<file path="config.mk">
export PLATFORM = sky130hd
export DESIGN_NAME = cv3_regs
export DESIGN_NICKNAME = d
export VERILOG_FILES = /design/src/hdl/cv3_pkg.sv /design/src/hdl/cv3_regs.sv
export SDC_FILE = /design/constraint.sdc
export NUM_CORES = 1
export LEC_CHECK = 0
export BUFFER_PORTS_ARGS = -buffer_cell sky130_fd_sc_hd__clkbuf_2
export CAP_MARGIN = 25
export CORE_MARGIN = 4
export CORE_UTILIZATION = 30
export CTS_BUF_LIST = sky130_fd_sc_hd__clkbuf_8
export DETAILED_ROUTE_END_ITERATION = 12
export SYNTH_ARGS = -nofsm -noshare
export SYNTH_HDL_FRONTEND = slang
export SYNTH_SLANG_ARGS = --single-unit
</file>
<file path="constraint.sdc">
create_clock -name clk_i -period 1.4 [get_ports clk_i]
set_input_delay 0.07 -clock clk_i [delete_from_list [all_inputs] [get_ports clk_i]]
set_output_delay 0.07 -clock clk_i [all_outputs]
set_load 0.01 [all_outputs]
</file>
<file path="src/hdl/cv3_pkg.sv">
// Shared types and constants for the 3x3 convolution block.
package cv3_pkg;

  localparam int unsigned PIX_W      = 8;
  localparam int unsigned WIDTH_W    = 11;
  localparam int unsigned HEIGHT_W   = 16;
  localparam int unsigned COEF_TOP_W = 48;
  localparam int unsigned COEF_BOT_W = 24;
  localparam int unsigned SUM_W      = 20;
  localparam int unsigned DATA_W     = 64;
  localparam int unsigned ADDR_W     = 5;
  localparam int unsigned TAPS       = 9;

  typedef enum logic [1:0] {
    REG_IMAGE_WIDTH  = 2'd0,
    REG_IMAGE_HEIGHT = 2'd1,
    REG_COEF_TOP     = 2'd2,
    REG_COEF_BOTTOM  = 2'd3
  } reg_idx_e;

  typedef logic [PIX_W-1:0] pix_t;

  typedef struct packed {
    logic [WIDTH_W-1:0]    image_width;
    logic [HEIGHT_W-1:0]   image_height;
    logic [COEF_TOP_W-1:0] coef_rows_top;
    logic [COEF_BOT_W-1:0] coef_row_bottom;
  } cfg_t;

  localparam cfg_t CFG_RST = '{
    image_width:     11'd512,
    image_height:    16'd512,
    coef_rows_top:   48'd0,
    coef_row_bottom: 24'd0
  };

  // Window handed from the line buffer stage to the multiply stage.
  // Entry i*3+j is row i (0 = oldest row) and column j (0 = oldest column).
  typedef struct packed {
    logic           valid;
    logic           last;
    pix_t [TAPS-1:0] pix;
  } win_t;

endpackage

</file>
<file path="src/hdl/cv3_regs.sv">
// APB-style configuration register file.
module cv3_regs (
  input  logic                         clk_i,
  input  logic                         rst_ni,
  input  logic                         psel,
  input  logic                         penable,
  input  logic                         pwrite,
  input  logic [cv3_pkg::ADDR_W-1:0]   paddr,
  input  logic [cv3_pkg::DATA_W-1:0]   pwdata,
  output logic [cv3_pkg::DATA_W-1:0]   prdata,
  output logic                         pready,
  output cv3_pkg::cfg_t                cfg_o
);
  import cv3_pkg::*;

  cfg_t     cfg_q, cfg_d;
  reg_idx_e idx;
  logic     wr;

  assign idx    = reg_idx_e'(paddr[ADDR_W-1:3]);
  assign wr     = psel & penable & pwrite;
  assign pready = 1'b1;

  always_comb begin
    cfg_d = cfg_q;
    if (wr) begin
      case (idx)
        REG_IMAGE_WIDTH:  cfg_d.image_width     = pwdata[WIDTH_W-1:0];
        REG_IMAGE_HEIGHT: cfg_d.image_height    = pwdata[HEIGHT_W-1:0];
        REG_COEF_TOP:     cfg_d.coef_rows_top   = pwdata[COEF_TOP_W-1:0];
        REG_COEF_BOTTOM:  cfg_d.coef_row_bottom = pwdata[COEF_BOT_W-1:0];
        default:          cfg_d = cfg_q;
      endcase
    end
  end

  always_comb begin
    case (idx)
      REG_IMAGE_WIDTH:  prdata = {{(DATA_W-WIDTH_W){1'b0}}, cfg_q.image_width};
      REG_IMAGE_HEIGHT: prdata = {{(DATA_W-HEIGHT_W){1'b0}}, cfg_q.image_height};
      REG_COEF_TOP:     prdata = {{(DATA_W-COEF_TOP_W){1'b0}}, cfg_q.coef_rows_top};
      REG_COEF_BOTTOM:  prdata = {{(DATA_W-COEF_BOT_W){1'b0}}, cfg_q.coef_row_bottom};
      default:          prdata = '0;
    endcase
  end

  always_ff @(posedge clk_i or negedge rst_ni) begin
    if (!rst_ni) begin
      cfg_q <= CFG_RST;
    end else begin
      cfg_q <= cfg_d;
    end
  end

  assign cfg_o = cfg_q;

endmodule

</file>
Word level (Yosys, flattened, before mapping)
Index checks and enable logic that the tools add are counted.

Bits in registers: 99. Bits in latches: 0. RAM bits: 0. ROM bits: 0. Output and inout port bits: 164. Word-level logic and storage cells: 15. Memories: 0.

$add $sub $neg: 0. $mul: 0. Divide/modulo/power cells: 0. Magnitude comparators: 0. Equality and inequality tests: 3. Shifts and indexed selects: 0. Muxes and demuxes: 1. Bitwise gates (word level): 2. Reduce and logical (&&, ||, !) cells: 5.

Operators by type and width (number): 64-bit case mux with 4 select lines (1); 2-bit AND reduction (4); 2-bit == test, second input constant (2); 1-bit AND (2); 2-bit by 1-bit == test with 1-bit output, second input constant (1); 2-bit logical NOT (1).

Longest topological paths before layout
Depth in word-level cells: 3. Mapped depth: 6.

Worst setup path before layout
OpenSTA, ideal clock, no wires.

Kind: input port to flip-flop. Start point: input paddr[3] (netlist name). End point: register cfg_q (netlist bit cfg_o[51]). Arrival time: 1078 ps. Slack: 197 ps. Stages on the path: 6. Buffers on the path: 3. Path through: buf_4 > nor2b_4 > and2_4 > buf_6 > buf_8 > mux2_4.

Longest elaborated chain between the ends: 2.

Ends and longest elaborated chain: from (decl) (line cv3_regs.sv:8) `input logic [cv3_pkg::ADDR_W-1:0] paddr,`; 2-bit == test (line cv3_regs.sv:27) `case (idx)`; 2-bit AND reduction (no source line); to (signal assigned) (line cv3_regs.sv:51) `cfg_q <= cfg_d;`; to (decl) (line cv3_regs.sv:16) `cfg_t cfg_q, cfg_d;`.

Every way passes these cells. A chain may end at the register's enable or synchronous reset.

Worst setup path in the final report
Start point: register cfg_q (netlist bit cfg_o[2]). End point: output prdata[2] (netlist name).

Longest elaborated chain between the ends: 1.

Ends and longest elaborated chain: 64-bit case mux with 4 select lines (line cv3_regs.sv:38) `case (idx)`; to (decl) (line cv3_regs.sv:10) `output logic [cv3_pkg::DATA_W-1:0] prdata,`.

Every way passes these cells. The select of a mux whose other input is x is not followed.

==> summary.txt <==
run status = finished, violations left
failing checks = setup timing
Syn Inst Count = 304
All-Layer GR Usage = 14.7%
ANT cells = 0
f_max = 0.685 GHz
max reg flops = 99
# IOs = 238
DP Area = 0.00590 sq mm
Power Dens Cells = 1320 mW/mm^2
die area = 0.0176 sq mm
H-tree depth = 3
first-pass GRT wire length = 20.4 mm
min-delay worst type = primary input to asynchronous set/reset pin
Vias per Instance = 4.46
leakage = 3.60 nW
vias in the first global route = 3917
Tightest Pin Transition = 0.531 ns
Synth Area in Compound Gates = 0.938%
Clock Latency Late Sink = 0.36 ns
wire length per cell = 15.9 um
drt total wl = 12.9 mm
total gr overflow = 0
drt first-iter violations = 68
Buffers & Inverters on Critical Path = 1
worst setup margin = -0.0603 ns
CP cell instances = mux4_2 -> clkbuf_2
Critical Path Fanout Max = 2
post-synthesis xor/xnor area fraction = 0%
YS warnings = 0
leading area contributor after synthesis = dfrtp_1
Post-layout nets = 692
Die X = 133 um
RSZ-0062 raised after global routing = yes
Filler Cell Count = 1361
Post-synth EDFFs = 0
clk slew on worst S/H paths = 0.09 ns
FP Rows = 45
Tmin final = 1.46 ns
Worst path max stage delay = 0.49 ns
Die Ht = 133 um
largest family of logic cells by synthesized area = multiplexers
Final Cell Area = 0.00700 sq mm
Async SR Flop Fraction = 100%
drc violations = 0
CTS sink cnt = 99
Starting Density = 30.7%
Netlist Area Pre-Place = 0.00467 sq mm
routability cong. = 0.772
Layout area overhead = 49.9%
total CTS buffers = 9
Setup Skew = 0 ns
Crit-path slowest cell = mux4_2
number of antenna-violating nets in the routed design = 0
Top delay family on crit path = multiplexers
dominant synthesized flop cell = dfrtp_1
top cell type's share of synthesized area = 52.0%
Distinct cells, synth = 22
synth cell count leaders = 97 x dfrtp_1, 74 x mux2_2, 30 x mux2_4, 24 x and2_1, 22 x buf_4
share of cells above drive strength 1 = 65.5%
Seq/Total Area, Yosys = 53.1%
Post-Synth Adder-Cell Area = 0%
most common cell in the netlist = dfrtp_1
Setup CP Type = register to primary output
Rel. slew slack = 64.6%
Synth Register Bits = 99
final hold vios = 0
Worst EP arrival = 1.39 ns
mux cell area share after synthesis = 34.5%
final setup fails = 14
IO Port Bufs = 201
part of the cycle the worst path needs = 104%
dpl hpwl = 8.57 mm
via count = 3620
CP Launch Type = register
DP Worst Slack = 0.0302 ns
Post-Syn Area per Cell = 15.4 sq um
core area = 0.0152 sq mm
Required @ worst endpoint = 1.33 ns
CTS tree = built
Hold WS = 0.298 ns
Post-Route Setup TNS = -0.376 ns
initial antenna violation count = 1
DR pass1 iterations = 4
Critical Path End Type = primary output
CTS Root Cell = clkbuf_8
largest cells by area after synthesis = dfrtp_1 52%, mux2_2 18%, mux2_4 9.6%, mux4_2 5.3%, buf_4 3.5%
largest net degree at the start of global routing = 100
maxcap violations = 0
Max VDD drop = 903 uV
CTS max path bufs = 2
Post-Synth Simple-Gate Area = 5.47%
Max Slew Vio Count = 0
[final cells by class]
type,count,area (sq um),share of cell area [%]
Sequential cell,99,2480,35.4
Clock buffer,9,124,1.77
Timing Repair Buffer,324,2120,30.3
Tap cell,188,235,3.36
Multi-Input combinational cell,184,1970,28.2
Clock inverter,7,62.6,0.894
[stage by stage]
stage	cells	total power, mW	util [%]
floorplan	319	5.57	-
global placement	690	6.80	38.8
detailed placement	690	6.87	38.8
CTS	798	9.21	45.4
global route	811	9.82	46.0
finish	811	9.25	46.0
[worst paths after layout]
check,startpoint,endpoint,slack [ns],depth (start not counted)
hold reg to reg,cfg_o[5],cfg_o[5],0.54,1
hold / removal,rst_ni,cfg_o[96],0.30,3
setup / recovery,cfg_o[2],prdata[2],-0.06,2
setup reg to reg,cfg_o[83],cfg_o[83],0.37,3
max in group asynchronous,rst_ni,cfg_o[65],0.70,3
min in group clk_i,paddr[4],cfg_o[52],0.34,4
[worst reg2reg max path: stages (launching register included)]
cell	delay (ns)
dfrtp_1	0.41
buf_4	0.13
buf_4	0.13
mux2_4	0.26
[repair_timing]
item                       4_1_cts  5_1_grt
hold endpoints to repair       196        0
gates cloned                     0        0
hold buffers                    49        0
setup buffers                   43       13
setup endpoints to repair       16       16
gates resized for setup          0        2
[power by group]
| part | switching (mW) | internal, mW |
|---|---|---|
| clock network | 0.966 | 0.808 |
| registers | 0.446 | 3.53 |
| logic | 1.47 | 2.02 |
[logic make-up after synthesis]
group,Yosys count
flip-flops,99
buffers and inverters,36
AND/OR/NAND/NOR,39
other,2
AO/OA/AOI/OAI,5
multiplexers,123
[per-layer routing]
layer  track usage (%)  vias to the layer above  wire, um
li1                  -                     1670         -
met1              16.8                     1769      5160
met2              25.6                      153      6550
met3              4.64                       26       855
met4              5.83                        2       338
met5                 0                        -        12
[layout by cell type (no fill, tap or decap), types with 2 or more instances in the layout]
cell,netlist,final
and2_1,24,24
mux4_2,11,11
clkbuf_8,0,9
dfstp_2,2,2
clkbuf_2,0,199
nor2b_1,8,8
mux2_2,74,74
dlygate4sd3_1,0,49
buf_4,22,70
conb_1,2,17
inv_1,0,3
dfrtp_1,97,97
mux2_4,30,30
buf_12,0,5
mux2i_1,8,8
a22o_1,5,5
Power figures use the tool's default switching activity.
