File: src/hdl/cv3_pkg.sv
// Shared types and constants for the 3x3 convolution block.
package cv3_pkg;

  localparam int unsigned PIX_W      = 8;
  localparam int unsigned WIDTH_W    = 11;
  localparam int unsigned HEIGHT_W   = 16;
  localparam int unsigned COEF_TOP_W = 48;
  localparam int unsigned COEF_BOT_W = 24;
  localparam int unsigned SUM_W      = 20;
  localparam int unsigned DATA_W     = 64;
  localparam int unsigned ADDR_W     = 5;
  localparam int unsigned TAPS       = 9;

  typedef enum logic [1:0] {
    REG_IMAGE_WIDTH  = 2'd0,
    REG_IMAGE_HEIGHT = 2'd1,
    REG_COEF_TOP     = 2'd2,
    REG_COEF_BOTTOM  = 2'd3
  } reg_idx_e;

  typedef logic [PIX_W-1:0] pix_t;

  typedef struct packed {
    logic [WIDTH_W-1:0]    image_width;
    logic [HEIGHT_W-1:0]   image_height;
    logic [COEF_TOP_W-1:0] coef_rows_top;
    logic [COEF_BOT_W-1:0] coef_row_bottom;
  } cfg_t;

  localparam cfg_t CFG_RST = '{
    image_width:     11'd512,
    image_height:    16'd512,
    coef_rows_top:   48'd0,
    coef_row_bottom: 24'd0
  };

  // Window handed from the line buffer stage to the multiply stage.
  // Entry i*3+j is row i (0 = oldest row) and column j (0 = oldest column).
  typedef struct packed {
    logic           valid;
    logic           last;
    pix_t [TAPS-1:0] pix;
  } win_t;

endpackage

File: src/hdl/cv3_mac.sv
// Nine coefficient multiplies, their product register, the adder tree and the result register.
module cv3_mac #(
  parameter int unsigned COEF_BITS = 8
) (
  input  logic                              clk_i,
  input  logic                              rst_ni,
  input  logic [cv3_pkg::COEF_TOP_W-1:0]    coef_top_i,
  input  logic [cv3_pkg::COEF_BOT_W-1:0]    coef_bot_i,
  input  cv3_pkg::win_t                     win_i,
  output logic                              ready_o,
  output logic                              out_valid_o,
  input  logic                              out_stall_i,
  output logic [cv3_pkg::PIX_W-1:0]         pixel_low_byte_o,
  output logic signed [cv3_pkg::SUM_W-1:0]  window_sum_o,
  output logic                              frame_last_o
);
  import cv3_pkg::*;

  localparam int unsigned PW    = COEF_BITS + PIX_W + 1;
  localparam int unsigned AW    = (PW + 4 > SUM_W) ? PW + 4 : SUM_W;
  localparam int unsigned EXT_W = 128;

  logic [EXT_W-1:0] ext_top, ext_bot;
  logic signed [COEF_BITS-1:0] tap [TAPS];
  logic signed [PW-1:0] prod_d [TAPS];
  logic signed [PW-1:0] prod_q [TAPS];
  logic signed [AW-1:0] sum_d;
  logic signed [SUM_W-1:0] sum_q;
  logic s2_v_q, s2_last_q, out_v_q, out_last_q;
  logic out_en, s2_take;

  assign ext_top = EXT_W'(coef_top_i);
  assign ext_bot = EXT_W'(coef_bot_i);

  // Taps placed past bit 63 of their register read as zero.
  for (genvar k = 0; k < TAPS; k++) begin : g_tap
    localparam int unsigned SH = ((k < 6) ? k : k - 6) * COEF_BITS;
    if (SH >= 64) begin : g_zero
      assign tap[k] = '0;
    end else if (k < 6) begin : g_top
      assign tap[k] = $signed(ext_top[SH +: COEF_BITS]);
    end else begin : g_bot
      assign tap[k] = $signed(ext_bot[SH +: COEF_BITS]);
    end
  end

  always_comb begin
    for (int k = 0; k < TAPS; k++) begin
      prod_d[k] = PW'($signed({1'b0, win_i.pix[k]})) * PW'(tap[k]);
    end
  end

  always_comb begin
    sum_d = '0;
    for (int k = 0; k < TAPS; k++) begin
      sum_d = sum_d + AW'(prod_q[k]);
    end
  end

  assign out_en  = !out_v_q || !out_stall_i;
  assign s2_take = !s2_v_q || out_en;
  assign ready_o = s2_take;

  always_ff @(posedge clk_i or negedge rst_ni) begin
    if (!rst_ni) begin
      s2_v_q  <= 1'b0;
      out_v_q <= 1'b0;
    end else begin
      if (s2_take) begin
        s2_v_q <= win_i.valid;
      end
      if (out_en) begin
        out_v_q <= s2_v_q;
      end
    end
  end

  always_ff @(posedge clk_i) begin
    if (s2_take && win_i.valid) begin
      prod_q    <= prod_d;
      s2_last_q <= win_i.last;
    end
    if (out_en && s2_v_q) begin
      sum_q      <= sum_d[SUM_W-1:0];
      out_last_q <= s2_last_q;
    end
  end

  assign out_valid_o      = out_v_q;
  assign window_sum_o     = sum_q;
  assign pixel_low_byte_o = sum_q[PIX_W-1:0];
  assign frame_last_o     = out_last_q;

endmodule

File: config.mk
export PLATFORM = sky130hd
export DESIGN_NAME = cv3_mac
export DESIGN_NICKNAME = d
export VERILOG_FILES = /design/src/hdl/cv3_pkg.sv /design/src/hdl/cv3_mac.sv
export SDC_FILE = /design/constraint.sdc
export NUM_CORES = 2
export LEC_CHECK = 0
export BUFFER_PORTS_ARGS = -buffer_cell sky130_fd_sc_hd__buf_2
export CAP_MARGIN = 10
export CORE_UTILIZATION = 35
export DETAILED_ROUTE_END_ITERATION = 16
export HOLD_SLACK_MARGIN = 0.15
export MAX_ROUTING_LAYER = met4
export PLACE_DENSITY = 0.5
export RECOVER_POWER = 50
export SYNTH_ARGS = -nofsm -noshare
export SYNTH_HDL_FRONTEND = slang
export SYNTH_SLANG_ARGS = --single-unit
export TNS_END_PERCENT = 10
File: constraint.sdc
create_clock -name clk_i -period 5.45 [get_ports clk_i]
set_clock_uncertainty 0.15 [all_clocks]
set_input_delay 0.545 -clock clk_i [delete_from_list [all_inputs] [get_ports clk_i]]
set_output_delay 0.545 -clock clk_i [all_outputs]
set_load 0.03 [all_outputs]
# == Word-level counts from Yosys, hierarchy flattened ==
# Index checks and enable logic that the tools add are counted.
# op_classes
addsub,8
mul,9
reduce_logical,7
# ops
operator,count
9-bit by 8-bit multiplier with 17-bit output,9
20-bit by 17-bit adder with 20-bit output,5
19-bit by 17-bit adder with 20-bit output,1
18-bit by 17-bit adder with 19-bit output,1
17-bit by 17-bit adder with 18-bit output,1
1-bit zero test,3
1-bit logical AND,2
1-bit logical OR,2
# word_totals
reg_bits,177
input_bits,149

# == Longest topological paths before layout ==
# depth
ltp_word,8
ltp_mapped,17
ltp_nobuf,17

# == Worst setup path after synthesis ==
# OpenSTA, ideal clock, no wires.
# synth_path
path_type,reg-to-reg
start,"reg out_v_q, in the netlist out_valid_o"
end,"reg prod_q[0] (netlist name), enable pin"
setup_time_ns,0.531
arrival_ns,4.445
required_ns,4.769
path_slack_ns,0.323
path_stages_with_launch,3
cell_sequence,dfrtp_1 -> nand3_1 -> and2_1
# synth_between
elab_chain_len,4
# synth_rtl
item,line_no,rtl
from (decl),cv3_mac.sv:29,"logic s2_v_q, s2_last_q, out_v_q, out_last_q;"
from (signal assigned),cv3_mac.sv:73,out_v_q <= s2_v_q;
1-bit zero test,cv3_mac.sv:60,assign out_en = !out_v_q || !out_stall_i;
1-bit logical OR,cv3_mac.sv:60,
1-bit logical OR,cv3_mac.sv:61,assign s2_take = !s2_v_q || out_en;
named net ready_o,cv3_mac.sv:10,"output logic ready_o,"
1-bit logical AND,cv3_mac.sv:79,if (s2_take && win_i.valid) begin
to (signal assigned),cv3_mac.sv:80,prod_q <= prod_d;
to (decl),cv3_mac.sv:26,logic signed [PW-1:0] prod_q [TAPS];
# The timed path passes the listed nets, and every way through them passes these cells.
# A chain may end at the register's enable or synchronous reset.

==> results.txt <==
Cell area after layout: 0.0316 mm^2
Root Buffer: clkbuf_16
Number of setup buffers added after CTS: 0
Count leader, synth: inv_1
Register area share after synthesis: 18.4%
Violated checks: max-capacitance violations, max-slew violations
Synth top area cells: fa_1 (32%), edfxtp_1 (18%), ha_1 (18%)
Post-Synth Adder-Cell Area: 49.2%
Initial antenna violation count: 3
Worst hold path type: in -> reg
Post-synth EDFFs: 175
Synth Flop Type: edfxtp_1
RSZ-0062 raised after global routing: no
Yosys cell types: 53
Ports: 180
Clk Latency, worst-skew pair: 0.45 ns
Routed Antenna Nets: 0
Top cells by count, synth: inv_1 (729), fa_1 (454), ha_1 (407)
Worst rel slew slack: -106%
Final worst-path cycle share: 88.9%
F_max: 206 MHz
Post-Layout Cell Count: 4164
YS warnings: 0
Height of the chip: 289 um
Compound-Gate Fraction of Synth Area: 5.81%
Die X: 289 um
Status: finished, violations left
Row cnt: 104
Clock-pin slew on the worst setup and hold paths: 0.07 ns
Setup Crit Path Kind: in -> reg
CTS tree: done
Main combinational cell family by area after synthesis: adder cells
Drt wl/cell: 15.7 um
Via count: 18900
CTS Sinks: 177
Top-area cell type share of the netlist area: 31.5%
Clock buffer depth: 2
H-Tree Depth: 4
GRT Total Usage: 17.1%
Via-per-instance ratio: 4.55
Final Hold Violating Endpoints: 0
Detailed Place HPWL: 56900 um
Syn Nets: 3906
Crit-path max FO: 8
DRC violation count after routing: 0
Simple-Gate Fraction of Synth Area: 13.4%
Setup TNS: 0 ns
Vias in the first global route: 20000
Synthesis-to-finish area growth: 9.53%
Layout fillers: 8245
Initial Utilization: 35.6%
DP Cell Count: 4128
Xor and xnor area share after synthesis: 3.34%
Area of placed instances: 0.0310 mm^2
Syn_area_per_cell: 9.95 um^2
Gr ovfl total: 0
Gpl congestion: 0.848
Core Area: 0.0809 mm^2
Largest net degree at the start of global routing: 90
Final max-slew violation count: 66
DRT iter0 DRCs: 663
Synth Register Bits: 177
Required time of the critical path: 5.49 ns
Seq. cell area: 0.00531 mm^2
Multiplexer share of the synthesized area: 0.0695%
Asr flop ratio synth: 1.13%
Dominant cell type by area after synthesis: fa_1
Nets: 4100
MaxCap Viol Count: 1
Startpoint types: input port
Syn Std Cell Area: 0.0288 mm^2
Layout cell share with drive strength beyond 1: 5.83%
Drt first pass iters: 5
Number of port buffers: 179
TritonCTS buffer count: 17
Crit path DAT: 4.88 ns
First-pass GRT wire length: 108000 um
Multi-input gate area: 0.0207 mm^2
CP endpoint kind: register
Gate Count Post-Synth: 2896
WL final: 65400 um
Final setup fails: 0
Worst slew pin tran: 3.09 ns
Min cycle time layout: 4.84 ns
Die area: 0.0835 mm^2
==> cell usage in the layout (no fill, tap or decap), types with 5 or more instances in the layout <==
cell / netlist / final
a211oi_1: 7 / 7
and3_1: 6 / 6
xnor2_1: 84 / 84
o31a_1: 10 / 10
nand4_1: 6 / 6
nor2b_1: 23 / 23
buf_2: 0 / 137
nor4_1: 5 / 5
nand2_1: 246 / 246
and2_0: 0 / 26
nor2_1: 77 / 77
o21bai_1: 13 / 13
nand3b_1: 5 / 5
nand2b_1: 52 / 52
clkbuf_16: 0 / 17
a21o_1: 32 / 32
xor2_1: 26 / 26
a21oi_1: 75 / 75
o21a_1: 19 / 19
a311oi_1: 5 / 5
ha_1: 407 / 407
a31oi_1: 12 / 12
inv_1: 729 / 729
nor3_1: 10 / 10
o211ai_1: 7 / 7
or3_1: 5 / 5
fa_1: 454 / 454
and2_1: 289 / 263
nand3_1: 12 / 12
clkbuf_1: 4 / 43
o21ai_0: 51 / 51
edfxtp_1: 175 / 175
==> final timing paths <==
path | start | end | slack, ns | cells after the start
max in group asynchronous | rst_ni | out_valid_o | 4.73 | 2
min reg2reg | s2_last_q | frame_last_o | 0.28 | 0
min in group asynchronous | rst_ni | s2_v_q | 0.29 | 2
max | win_i[10] | prod_q[133] | 0.61 | 15
max reg2reg | prod_q[119] | window_sum_o[18] | 0.64 | 15
min | out_stall_i | out_valid_o | 0.18 | 2
==> cell type report <==
class                   instances  share of cell area (%)
clock buffers                  17                    1.35
inverters                     729                    8.67
well taps                    1060                    4.20
multi-input cells            1978                    65.6
clock inverters                15                   0.468
diodes                          1                 0.00793
flip-flops and latches        177                    16.8
repair buffers                187                    2.91
==> flip-flops by register name (all words and copies together) (netlist names) <==
register      cells
s2_last_q         1
window_sum_o     20
frame_last_o      1
prod_q          153
out_valid_o       1
s2_v_q            1
==> kinds of logic (layout without fill, tap and decap cells) <==
family	Yosys count	in the layout
other cells	0	1
simple gates	747	747
flops	177	177
fa+ha+maj	861	861
compound gates	258	258
buf+inv	741	948
mux	2	2
xor+xnor	110	110
==> repair_timing <==
action,in CTS,in global routing
hold buffers,3,0
gates resized for setup,0,0
endpoints found under the hold margin,4,0
==> critical path: stages <==
cell and delay, ns:
clkbuf_1 0.18, and2_1 0.23, fa_1 0.39, inv_1 0.08
fa_1 0.43, fa_1 0.50, fa_1 0.49, inv_1 0.04
ha_1 0.31, nor2b_1 0.16, o31a_1 0.26, or4_4 0.44
a31oi_4 0.21, mux2i_1 0.09, or4b_1 0.52
==> per-stage QoR <==
stage                     utilization [%]  worst slack [ns]  hold WS [ns]
after global routing                 39.0             0.352         0.163
after detailed placement             38.3             0.160         0.187
final                                39.0             0.606         0.176
after CTS                            39.1             0.616         0.153
after global placement               38.3             0.170         0.186
after floorplan                         -             0.323        0.0994
==> layer usage <==
metal | share of wire [%] | vias to the layer above | GRT usage [%]
li1 | - | 9388 | -
met1 | 46 | 9327 | 22.1
met2 | 51 | 205 | 29.9
met3 | 2.0 | 21 | 1.47
met4 | 0.67 | 0 | 2.20
met5 | 0 | - | -
Power is not shown: default switching activity piles up to over one toggle a cycle in this logic, so the estimate is an artifact.
